[config.mk]
export PLATFORM = sky130hd
export DESIGN_NAME = bf16_row_rescale_unit_flat
export DESIGN_NICKNAME = d
export VERILOG_FILES = /design/src/rtl/core/brr_pkg.sv /design/src/rtl/core/brr_stream_if.sv /design/src/rtl/core/bf16_row_rescale_unit.sv /design/src/rtl/core/brr_addr.sv /design/src/rtl/core/brr_mul.sv /design/src/flat_wrapper.sv
export SDC_FILE = /design/constraint.sdc
export NUM_CORES = 1
export LEC_CHECK = 0
export BUFFER_PORTS_ARGS = -buffer_cell sky130_fd_sc_hd__buf_2
export CORE_ASPECT_RATIO = 0.5
export CORE_UTILIZATION = 40
export CTS_BUF_LIST = sky130_fd_sc_hd__clkbuf_16
export DETAILED_ROUTE_END_ITERATION = 8
export GPL_TIMING_DRIVEN = 0
export SYNTH_ARGS = -nofsm -noshare
export SYNTH_HDL_FRONTEND = slang
export SYNTH_SLANG_ARGS = --single-unit
[constraint.sdc]
create_clock -name clk -period 22.2 [get_ports clk]
set_input_delay 1.11 -clock clk [delete_from_list [all_inputs] [get_ports clk]]
set_output_delay 1.11 -clock clk [all_outputs]
set_load 0.03 [all_outputs]
[src/rtl/core/brr_pkg.sv]
// brr_pkg: shared constants and helpers for the bf16 row rescale unit
// no dependencies
`timescale 1ns / 1ps
package brr_pkg;
  localparam int ROWS = 16;
  localparam int COLS = 64;
  localparam int ROW_W = 4;
  localparam int COL_W = 6;
  localparam int ADDR_W = 10;
  localparam int COLS_LOG2 = $clog2(COLS);
  localparam int TCOLS_LOG2 = $clog2(COLS / 8);

  localparam logic LAYOUT_ROW_MAJOR = 1'b0;
  localparam logic LAYOUT_MICROTILE = 1'b1;

  localparam logic [31:0] FP32_QNAN = 32'h7FC0_0000;
  localparam logic [7:0] EXP_MAX = 8'hFF;

  // count of leading zeros in a 24-bit significand
  function automatic logic [4:0] lzc24(input logic [23:0] m);
    logic [4:0] n;
    logic found;
    n = 5'd24;
    found = 1'b0;
    for (int i = 23; i >= 0; i--) begin
      if (!found && m[i]) begin
        n = 5'(23 - i);
        found = 1'b1;
      end
    end
    return n;
  endfunction
endpackage

[src/rtl/core/brr_stream_if.sv]
// brr_stream_if: valid/ready channels for input elements, results and layout configuration
// depends on nothing
`timescale 1ns / 1ps
interface brr_in_if;
  logic valid;
  logic ready;
  logic [3:0] row;
  logic [5:0] col;
  logic [15:0] value;
  logic [31:0] scale;
  modport source(output valid, row, col, value, scale, input ready);
  modport sink(input valid, row, col, value, scale, output ready);
endinterface

interface brr_out_if;
  logic valid;
  logic ready;
  logic [9:0] address;
  logic [15:0] result;
  modport source(output valid, address, result, input ready);
  modport sink(input valid, address, result, output ready);
endinterface

interface brr_cfg_if;
  logic valid;
  logic ready;
  logic data;
  modport source(output valid, data, input ready);
  modport sink(input valid, data, output ready);
endinterface

[src/rtl/core/bf16_row_rescale_unit.sv]
// bf16_row_rescale_unit: top level, input register, datapath, output register
// depends on brr_pkg, brr_stream_if, brr_addr, brr_mul
`timescale 1ns / 1ps
// One bf16 element per cycle is scaled by its row's fp32 factor (ieee single
// multiply, nearest even, subnormals kept), rounded to bf16 by adding 0x7fff
// plus the kept lsb, and paired with its store address (row-major, or 4x8
// microtiled when layout_mode is set). Each item passes one input register,
// the combinational multiply and address logic, then one result register.
// Throughput is one item per cycle; ready drops only when both registers hold
// items and the output is stalled. The configuration channel is always ready
// and should only be written when idle.
module bf16_row_rescale_unit
  import brr_pkg::*;
(
  input logic        clk,
  input logic        rst,
  brr_cfg_if.sink    cfg,
  brr_in_if.sink     in_ch,
  brr_out_if.source  out_ch
);
  logic              layout_mode;
  // input register
  logic              s1_valid;
  logic [ROW_W-1:0]  s1_row;
  logic [COL_W-1:0]  s1_col;
  logic [15:0]       s1_value;
  logic [31:0]       s1_scale;
  // datapath outputs
  logic [ADDR_W-1:0] d_address;
  logic [15:0]       d_result;
  // result register
  logic              s2_valid;
  logic [ADDR_W-1:0] s2_address;
  logic [15:0]       s2_result;
  logic              s2_load;
  logic              s1_load;

  assign cfg.ready = 1'b1;
  assign s2_load = s1_valid && (!s2_valid || out_ch.ready);
  assign s1_load = in_ch.valid && in_ch.ready;
  // input stage frees when empty or passing its item on
  assign in_ch.ready = !s1_valid || s2_load;

  always_ff @(posedge clk) begin
    if (rst) begin
      layout_mode <= LAYOUT_ROW_MAJOR;
    end else if (cfg.valid) begin
      layout_mode <= cfg.data;
    end
  end

  always_ff @(posedge clk) begin
    if (rst) begin
      s1_valid <= 1'b0;
    end else if (in_ch.ready) begin
      s1_valid <= in_ch.valid;
    end
    if (s1_load) begin
      s1_row   <= in_ch.row;
      s1_col   <= in_ch.col;
      s1_value <= in_ch.value;
      s1_scale <= in_ch.scale;
    end
  end

  brr_addr u_addr (
    .layout_mode(layout_mode),
    .row(s1_row),
    .col(s1_col),
    .address(d_address)
  );

  brr_mul u_mul (
    .value(s1_value),
    .scale(s1_scale),
    .result(d_result)
  );

  always_ff @(posedge clk) begin
    if (rst) begin
      s2_valid <= 1'b0;
    end else if (s2_load) begin
      s2_valid <= 1'b1;
    end else if (out_ch.ready) begin
      s2_valid <= 1'b0;
    end
    if (s2_load) begin
      s2_address <= d_address;
      s2_result  <= d_result;
    end
  end

  assign out_ch.valid   = s2_valid;
  assign out_ch.address = s2_address;
  assign out_ch.result  = s2_result;
endmodule

[src/rtl/core/brr_addr.sv]
// brr_addr: element store address under row-major or 4x8 microtiled layout
// depends on brr_pkg
`timescale 1ns / 1ps
module brr_addr
  import brr_pkg::*;
(
  input  logic              layout_mode,
  input  logic [ROW_W-1:0]  row,
  input  logic [COL_W-1:0]  col,
  output logic [ADDR_W-1:0] address
);
  logic [31:0] rm;
  logic [31:0] mt;
  always_comb begin
    rm = (32'(row) << COLS_LOG2) + 32'(col);
    mt = ((((32'(row) >> 2) << TCOLS_LOG2) + (32'(col) >> 3)) << 5)
       + (32'(row[1:0]) << 3) + 32'(col[2:0]);
    address = (layout_mode == LAYOUT_MICROTILE) ? mt[ADDR_W-1:0] : rm[ADDR_W-1:0];
  end
endmodule

[src/rtl/core/brr_mul.sv]
// brr_mul: fp32 multiply (nearest even, subnormals kept) then bf16 rounding
// depends on brr_pkg
`timescale 1ns / 1ps
module brr_mul
  import brr_pkg::*;
(
  input  logic [15:0] value,
  input  logic [31:0] scale,
  output logic [15:0] result
);
  logic [31:0] a;
  logic        sgn;
  logic [7:0]  ea, eb;
  logic [22:0] ma, mb;
  logic        a_nan, b_nan, a_inf, b_inf, a_zero, b_zero;
  logic [4:0]  lz;
  logic [23:0] sa, sb;
  logic signed [10:0] xa, xb, e;
  logic [47:0] p;
  logic [5:0]  sh;
  logic [47:0] q, rem, half, mask;
  logic [31:0] prod, tmp;

  always_comb begin
    a = {value, 16'h0000};
    sgn = a[31] ^ scale[31];
    ea = a[30:23];
    eb = scale[30:23];
    ma = a[22:0];
    mb = scale[22:0];
    a_nan = (ea == EXP_MAX) && (ma != 0);
    b_nan = (eb == EXP_MAX) && (mb != 0);
    a_inf = (ea == EXP_MAX) && (ma == 0);
    b_inf = (eb == EXP_MAX) && (mb == 0);
    a_zero = a[30:0] == 0;
    b_zero = scale[30:0] == 0;
    lz = 5'd0;
    // bf16 input has only 7 fraction bits: subnormal shift is small
    if (ea == 0) begin
      lz = lzc24({1'b0, ma});
      sa = {1'b0, ma} << lz;
      xa = 11'sd1 - 11'(lz);
    end else begin
      sa = {1'b1, ma};
      xa = 11'(ea);
    end
    if (eb == 0) begin
      lz = lzc24({1'b0, mb});
      sb = {1'b0, mb} << lz;
      xb = 11'sd1 - 11'(lz);
    end else begin
      sb = {1'b1, mb};
      xb = 11'(eb);
    end
    // 24 x 24 multiply; value significand has 8 significant bits
    p = 48'(sa) * 48'(sb);
    e = xa + xb - 11'sd127;
    if (p[47]) e = e + 11'sd1;
    else p = p << 1;
    sh = 6'd24;
    if (e < 11'sd1) begin
      sh = (11'sd25 - e > 11'sd63) ? 6'd63 : 6'(11'sd25 - e);
    end
    mask = (48'd1 << sh) - 48'd1;
    q = p >> sh;
    rem = p & mask;
    half = 48'd1 << (sh - 6'd1);
    if (rem > half || (rem == half && q[0])) q = q + 48'd1;
    if (a_nan || b_nan || (a_inf && b_zero) || (b_inf && a_zero)) prod = FP32_QNAN;
    else if (a_inf || b_inf) prod = {sgn, 31'h7F80_0000};
    else if (a_zero || b_zero) prod = {sgn, 31'h0};
    else if (e >= 11'sd255) prod = {sgn, 31'h7F80_0000};
    else if (e >= 11'sd1) prod = {sgn, 31'((32'(e - 11'sd1) << 23) + q[31:0])};
    else if (11'sd1 - e > 11'sd38) prod = {sgn, 31'h0};
    else prod = {sgn, q[30:0]};
    tmp = prod + 32'h7FFF + 32'(prod[16]);
    result = tmp[31:16];
  end
endmodule

[src/flat_wrapper.sv]
// flat-port wrapper written by rule: the top's interface ports become plain ports
module bf16_row_rescale_unit_flat import brr_pkg::*;
  (clk, rst, cfg_valid, cfg_data, cfg_ready, in_ch_valid, in_ch_row, in_ch_col, in_ch_value, in_ch_scale, in_ch_ready, out_ch_valid, out_ch_address, out_ch_result, out_ch_ready);
  brr_cfg_if cfg_i ();
  brr_in_if in_ch_i ();
  brr_out_if out_ch_i ();
  input logic clk;
  input logic rst;
  input wire logic [$bits(cfg_i.valid)-1:0] cfg_valid;
  input wire logic [$bits(cfg_i.data)-1:0] cfg_data;
  output wire logic [$bits(cfg_i.ready)-1:0] cfg_ready;
  input wire logic [$bits(in_ch_i.valid)-1:0] in_ch_valid;
  input wire logic [$bits(in_ch_i.row)-1:0] in_ch_row;
  input wire logic [$bits(in_ch_i.col)-1:0] in_ch_col;
  input wire logic [$bits(in_ch_i.value)-1:0] in_ch_value;
  input wire logic [$bits(in_ch_i.scale)-1:0] in_ch_scale;
  output wire logic [$bits(in_ch_i.ready)-1:0] in_ch_ready;
  output wire logic [$bits(out_ch_i.valid)-1:0] out_ch_valid;
  output wire logic [$bits(out_ch_i.address)-1:0] out_ch_address;
  output wire logic [$bits(out_ch_i.result)-1:0] out_ch_result;
  input wire logic [$bits(out_ch_i.ready)-1:0] out_ch_ready;
  assign cfg_i.valid = cfg_valid;
  assign cfg_i.data = cfg_data;
  assign cfg_ready = cfg_i.ready;
  assign in_ch_i.valid = in_ch_valid;
  assign in_ch_i.row = in_ch_row;
  assign in_ch_i.col = in_ch_col;
  assign in_ch_i.value = in_ch_value;
  assign in_ch_i.scale = in_ch_scale;
  assign in_ch_ready = in_ch_i.ready;
  assign out_ch_valid = out_ch_i.valid;
  assign out_ch_address = out_ch_i.address;
  assign out_ch_result = out_ch_i.result;
  assign out_ch_i.ready = out_ch_ready;
  bf16_row_rescale_unit u_core (.clk(clk), .rst(rst), .cfg(cfg_i), .in_ch(in_ch_i), .out_ch(out_ch_i));
endmodule
Word-level counts from Yosys, hierarchy flattened
Index checks and enable logic that the tools add are counted.
{ "totals": {"in_bits": 64, "ff_bits": 87, "elab_cells": 234} }
{ "classes": {"n_mul": 1, "mux": 106, "bitwise": 2, "addsub": 18, "n_lt_le_gt_ge": 6, "shift": 5, "reduce_logical": 84, "n_eq_ne": 3} }
{ "ops": {"columns": ["op", "count"], "rows": [
  ["$mux W31", 6],
  ["$mux W5", 32],
  ["$shl A1 B6 Y48 const A", 2],
  ["$mux W1", 58],
  ["$and A48 B48 Y48", 1],
  ["$eq A48 B48 Y1", 1],
  ["$gt A48 B48 Y1", 1],
  ["$mul A24 B24 Y48", 1],
  ["$mux W24", 2],
  ["$mux W48", 1],
  ["$shl A23 B5 Y24", 2],
  ["$shr A48 B6 Y31", 1],
  ["$sub A48 B1 Y48 const B", 1],
  ["$logic_and A1 B1 Y1", 37],
  ["$mux W11", 3],
  ["$add A32 B1 Y32", 1],
  ["$add A32 B15 Y32 const B", 1],
  ["$mux W32", 1],
  ["$add A31 B1 Y31 const B", 1],
  ["$add A31 B31 Y31", 1],
  ["$logic_not A31 Y1", 1],
  ["$logic_not A1 Y1", 30],
  ["$logic_not A23 Y1", 1],
  ["$reduce_bool A23 Y1", 1],
  ["26 further kinds", 38]
]} }

Depth between registers and ports, before layout
{ "logic_depth": {"depth_word": 115, "ltp_mapped": 97, "ltp_nobuf": 88} }

Hierarchy
A second synthesis with hierarchy kept.
{ "hier_totals": {"cells_unflattened": 2753, "area_unflattened_um2": 21758.4} }
{ "modules_own_cells": {"columns": ["module", "n_inst", "area_each_um2", "cells_each"], "rows": [
  ["brr_mul", 1, 18993.2, 2644],
  ["bf16_row_rescale_unit", 1, 2671.3, 99],
  ["brr_addr", 1, 93.8, 10]
]} }

Worst setup path before layout
Ideal clock, no wire load.
{ "synth_path": {"path_kind": "register to register", "startpoint": "register u_core.s1_scale[18]", "endpoint": "register u_core.s2_result[15] (netlist: u_core.out_ch.result[15]) (data pin)", "path_slack_ns": 3.085, "stages_incl_launch_ff": 94, "period_less_slack_ns": 19.115, "t_arrival_ns": 18.855, "setup_time_ns": 0.261, "path_cell_list": "edfxtp_1 nor3_1 nand2_1 nor2_1 nand3_1 nor3_1 or4_1 nor3_1 buf_1 buf_1 clkbuf_1 mux2i_1 nor2_1 a221oi_1 nor2_1 a221oi_1 nor2_1 a21oi_1 [58 not listed] nor4b_1 xor2_1 inv_1 ha_1 a21o_1 a21o_1 a21o_1 a21oi_1 o21bai_1 a21oi_1 xnor2_1 xnor2_1 nand2_1 nor2_1 mux2i_1 o2111ai_1 nor4_2 xnor2_1"} }
{ "synth_between": {"elab_chain_cells": 100, "word_cells_on_any_way": 146} }
{ "synth_lines": {"columns": ["element", "line", "rtl"], "rows": [
  ["start: declaration", "bf16_row_rescale_unit.sv:27", "logic [31:0] s1_scale;"],
  ["start signal: assignment", "bf16_row_rescale_unit.sv:62", "s1_scale <= in_ch.scale;"],
  ["branches (longest 97 deep; another with $logic_and A1 B1 Y1)", null, null],
  ["$mux W32 *", "brr_mul.sv:69", "if (a_nan || b_nan || (a_inf && b_zero) || (b_inf && a_zero)) prod = FP32_QNAN;"],
  ["$add A32 B15 Y32", "brr_mul.sv:76", "tmp = prod + 32'h7FFF + 32'(prod[16]);"],
  ["$add A32 B1 Y32 *", "brr_mul.sv:76", null],
  ["via u_core.d_result[15]", "bf16_row_rescale_unit.sv:30", "logic [15:0] d_result;"],
  ["end signal: assignment", "bf16_row_rescale_unit.sv:89", "s2_result <= d_result;"],
  ["end: declaration", "bf16_row_rescale_unit.sv:34", "logic [15:0] s2_result;"]
]} }
Mark *: on every way through the listed nets, which the timed path passes. The select of a mux whose other input is x is not followed.
A chain may end at the register's enable or synchronous reset.

Final worst setup path
{ "layout_path": {"startpoint": "register u_core.s1_scale[22]", "endpoint": "register u_core.s2_result[15] (netlist: u_core.out_ch.result[15]) (data pin)"} }
{ "layout_between": {"elab_chain_cells": 115, "word_cells_on_any_way": 165} }
{ "layout_lines": {"columns": ["element", "line"], "rows": [
  ["branches (longest 112 deep; another with $mux W1)", null],
  ["$mux W32 *", "brr_mul.sv:69"],
  ["$add A32 B15 Y32", "brr_mul.sv:76"],
  ["$add A32 B1 Y32 *", "brr_mul.sv:76"],
  ["via u_core.d_result[15]", "bf16_row_rescale_unit.sv:30"]
]} }
Marked as above.

==> impl_metrics.py <==
metrics = {
    "setup_path": {
        "cp_max_fo": 11,
        "rr_worst_depth": 85,
        "worst_setup_path_start_kind": "register",
        "critPathSlowestCell": "edfxtp_1",
        "worstPathRequired_ns": 22.31,
        "r2r-start": "u_core.s1_scale[22]$_DFFE_PP_",
        "crit_type": "reg2reg",
        "crit-reg2reg-capture": "u_core.out_ch.result[15]$_DFFE_PP_",
        "r2r_slack_ns": 0.79,
        "crit_top_cell": "nor2_1",
        "crit_path_end_kind": "register",
        "cp_data_arrival_time_ns": 21.52,
        "max_stage_delay_ns": 0.56,
    },
    "drt": {
        "antenna_left": 0,
        "routed_via_density": 6.42,
        "drtIter0Drc": 2782,
        "wl_mm": 105,
        "drc": 0,
        "num_vias": 23373,
        "first_pass_iters": 6,
        "post_drt_wl_per_cell_um": 28.7,
    },
    "global_routing": {
        "antenna_found_initial": 2,
        "grt_overflow": 0,
        "first_global_vias": 22331,
        "grt_max_degree": 33,
        "grt_usage_pct": 36.6,
        "grt_pass1_wl_mm": 151,
    },
    "worst_hold_path": {
        "whs_endpoint": "u_core.out_ch.address[2]$_DFFE_PP_",
        "min-delay-start": "u_core.s1_col[2]$_DFFE_PP_",
        "holdCritPathClass": "reg2reg",
        "hold-path-cell-count": 0,
    },
    "synthesis": {
        "synthDistinctLibCells": 125,
        "synth_area_per_cell_um2": 7.84,
        "syn_inst": 2793,
        "seq_area_frac_synth_pct": 11.8,
        "yosys.area.top_type_share_pct": 13.0,
        "yosys.area.top_type": "ha_1",
        "synth_common_cells": "nor2_1 (287), nand2_1 (279), inv_1 (254)",
        "yosys_register_bits": 87,
        "yosysMostFrequentCell": "nor2_1",
        "synth_area_um2": 21900,
        "synth_area_leaders": "ha_1 (13%), fa_1 (12%), edfxtp_1 (12%)",
        "ys_dominant_reg_cell": "edfxtp_1",
        "synth_enable_flop_cells": 84,
        "synth_nets": 3216,
        "yosys_warnings": 0,
        "async_reset_ff_share_pct": 0,
    },
    "die": {
        "start_util_pct": 40.6,
        "pin_count": 93,
        "floorplan.die.width_um": 333,
        "std_cell_rows": 60,
        "core_area_um2": 53900,
        "dieArea_um2": 55700,
        "die_h_um": 167,
    },
    "timing": {
        "slew_headroom_pct": -11.6,
        "fin_worst_skew_ns": 0.00937,
        "post-route-min-period_ns": 21.41,
        "finalCritPeriodShare_pct": 96.4,
        "max_freq_ghz": 0.0467,
        "rsz0062_at_grt": "false",
        "worst_pin_slew_ns": 1.66,
        "setup_viol": 0,
        "finalHoldViolCount": 0,
        "whs_ns": 0.424,
        "slew_viol_final": 7,
    },
    "clock_network": {
        "cts_root_buf": "clkbuf_16",
        "cts_hold_buf": 0,
        "cts_buffer_depth": 2,
        "htreeDepth": 3,
        "tritoncts": "built",
        "cts_buffers": 9,
        "clkSinkCount": 87,
        "clk-insertion-delay-late_ns": 0.37,
        "clk_pin_slew_ns": 0.07,
    },
    "placed_design": {
        "finalWeightedCongestion": 1.10,
        "place_area_um2": 23400,
        "portBuffers": 91,
        "hpwlAfterDp_mm": 85.4,
    },
    "run_status": {
        "violations": "max-capacitance violations, max-slew violations",
        "status": "finished with violations",
    },
    "finish": {
        "fillCellCount": 5583,
        "final_nets": 3340,
        "drive_gt1_share_pct": 12.4,
        "syn_to_final_growth_pct": 10.0,
        "design_area_um2": 24100,
        "regArea_um2": 2580,
        "post-route-util_pct": 44.7,
        "multi_input_area_um2": 17900,
    },
    "job": {
        "max_cap_violations": 3,
    },
}
==> per-stage QoR <==
stage,setup slack [ns],TNS [ns],std cells
6_report,0.792,0,3638
5_1_grt,0.00296,0,3635
4_1_cts,0.00435,0,3627
3_5_place_dp,-3.12,-24.81,3609
3_3_place_gp,-3.14,-25.79,3597
2_1_floorplan,3.08,0,2793
==> critical path: cells and delay by family (launching register included) <==
kind	cells	cell delay (ns)
AND/OR/NAND/NOR	30	5.92
AO/OA/AOI/OAI	21	5.29
adder cells (fa/ha/maj)	11	4.24
buffers and inverters	17	4.01
XOR/XNOR	4	0.57
flip-flops	1	0.56
multiplexers	2	0.44
==> state kept, by name, summed over array words and instances, names as in the netlist <==
name and count:
u_core.out_ch.address 10, u_core.s1_col 6, u_core.out_ch.valid 1, u_core.s1_valid 1, u_core.s1_row 4, u_core.layout_mode 1, u_core.out_ch.result 16, u_core.s1_value 16
u_core.s1_scale 32
==> layer usage <==
| layer | global-route usage [%] | share of wire [%] | vias to the layer above |
|---|---|---|---|
| met4 | 10.3 | 3.6 | 4 |
| met5 | 0 | 0.10 | - |
| li1 | - | - | 10395 |
| met1 | 51.2 | 44 | 11488 |
| met2 | 54.7 | 41 | 1261 |
| met3 | 10.3 | 11 | 225 |
==> how the worst max path moves through the flow <==
stage / startpoint / slack, ns / end
after floorplan: u_core.s1_scale[18]$_DFFE_PP_ / 3.08 / u_core.out_ch.result[15]$_DFFE_PP_
after detailed placement: u_core.s1_scale[22]$_DFFE_PP_ / -3.12 / u_core.out_ch.result[15]$_DFFE_PP_
after global routing: u_core.s1_scale[22]$_DFFE_PP_ / 0.003 / u_core.out_ch.result[15]$_DFFE_PP_
final: u_core.s1_scale[22]$_DFFE_PP_ / 0.79 / u_core.out_ch.result[15]$_DFFE_PP_
after global placement: u_core.s1_scale[22]$_DFFE_PP_ / -3.14 / u_core.out_ch.result[15]$_DFFE_PP_
after CTS: u_core.s1_scale[22]$_DFFE_PP_ / 0.004 / u_core.out_ch.result[15]$_DFFE_PP_
==> placed cells by master (no fill, tap or decap), types with 61 or more instances in the layout <==
master / instances
ha_1: 226
inv_1: 254
fa_1: 132
buf_2: 123
nand2_1: 278
o21ai_0: 89
edfxtp_1: 84
clkbuf_1: 61
nor3_1: 86
mux2i_1: 100
nor2_1: 285
a21oi_1: 165
nand3_1: 77
==> layout make-up <==
type,instances,area share [%]
antenna,3,0.0312
multi-input combinational,2318,74.5
buffer,125,2.59
timing repair buffer,118,2.88
clock inverter,7,0.561
tap,713,3.71
clock buffer,9,0.936
sequential,87,10.7
inverter,258,4.02
==> cell families (layout without fill, tap and decap cells) <==
| group | after synthesis | in the layout | share of synthesized area, % |
|---|---|---|---|
| adder cells (fa/ha/maj) | 359 | 359 | 25.1 |
| flip-flops | 87 | 87 | 11.8 |
| multiplexers | 118 | 118 | 5.48 |
| buffers and inverters | 388 | 517 | 7.23 |
| other | 1 | 4 | 0.0171 |
| AO/OA/AOI/OAI | 718 | 718 | 23.1 |
| AND/OR/NAND/NOR | 1031 | 1031 | 23.2 |
| XOR/XNOR | 91 | 91 | 4.14 |
==> timing repair <==
item	4_1_cts	5_1_grt
endpoints found under the hold margin	0	0
endpoints found under the setup margin	16	9
pin swaps	2	3
setup buffers	5	9
resized for setup	30	29
gates cloned	0	0
Power is left out: the tool's default activity adds up to more than one toggle a clock period on the data nets, which glitch-free logic cannot reach.
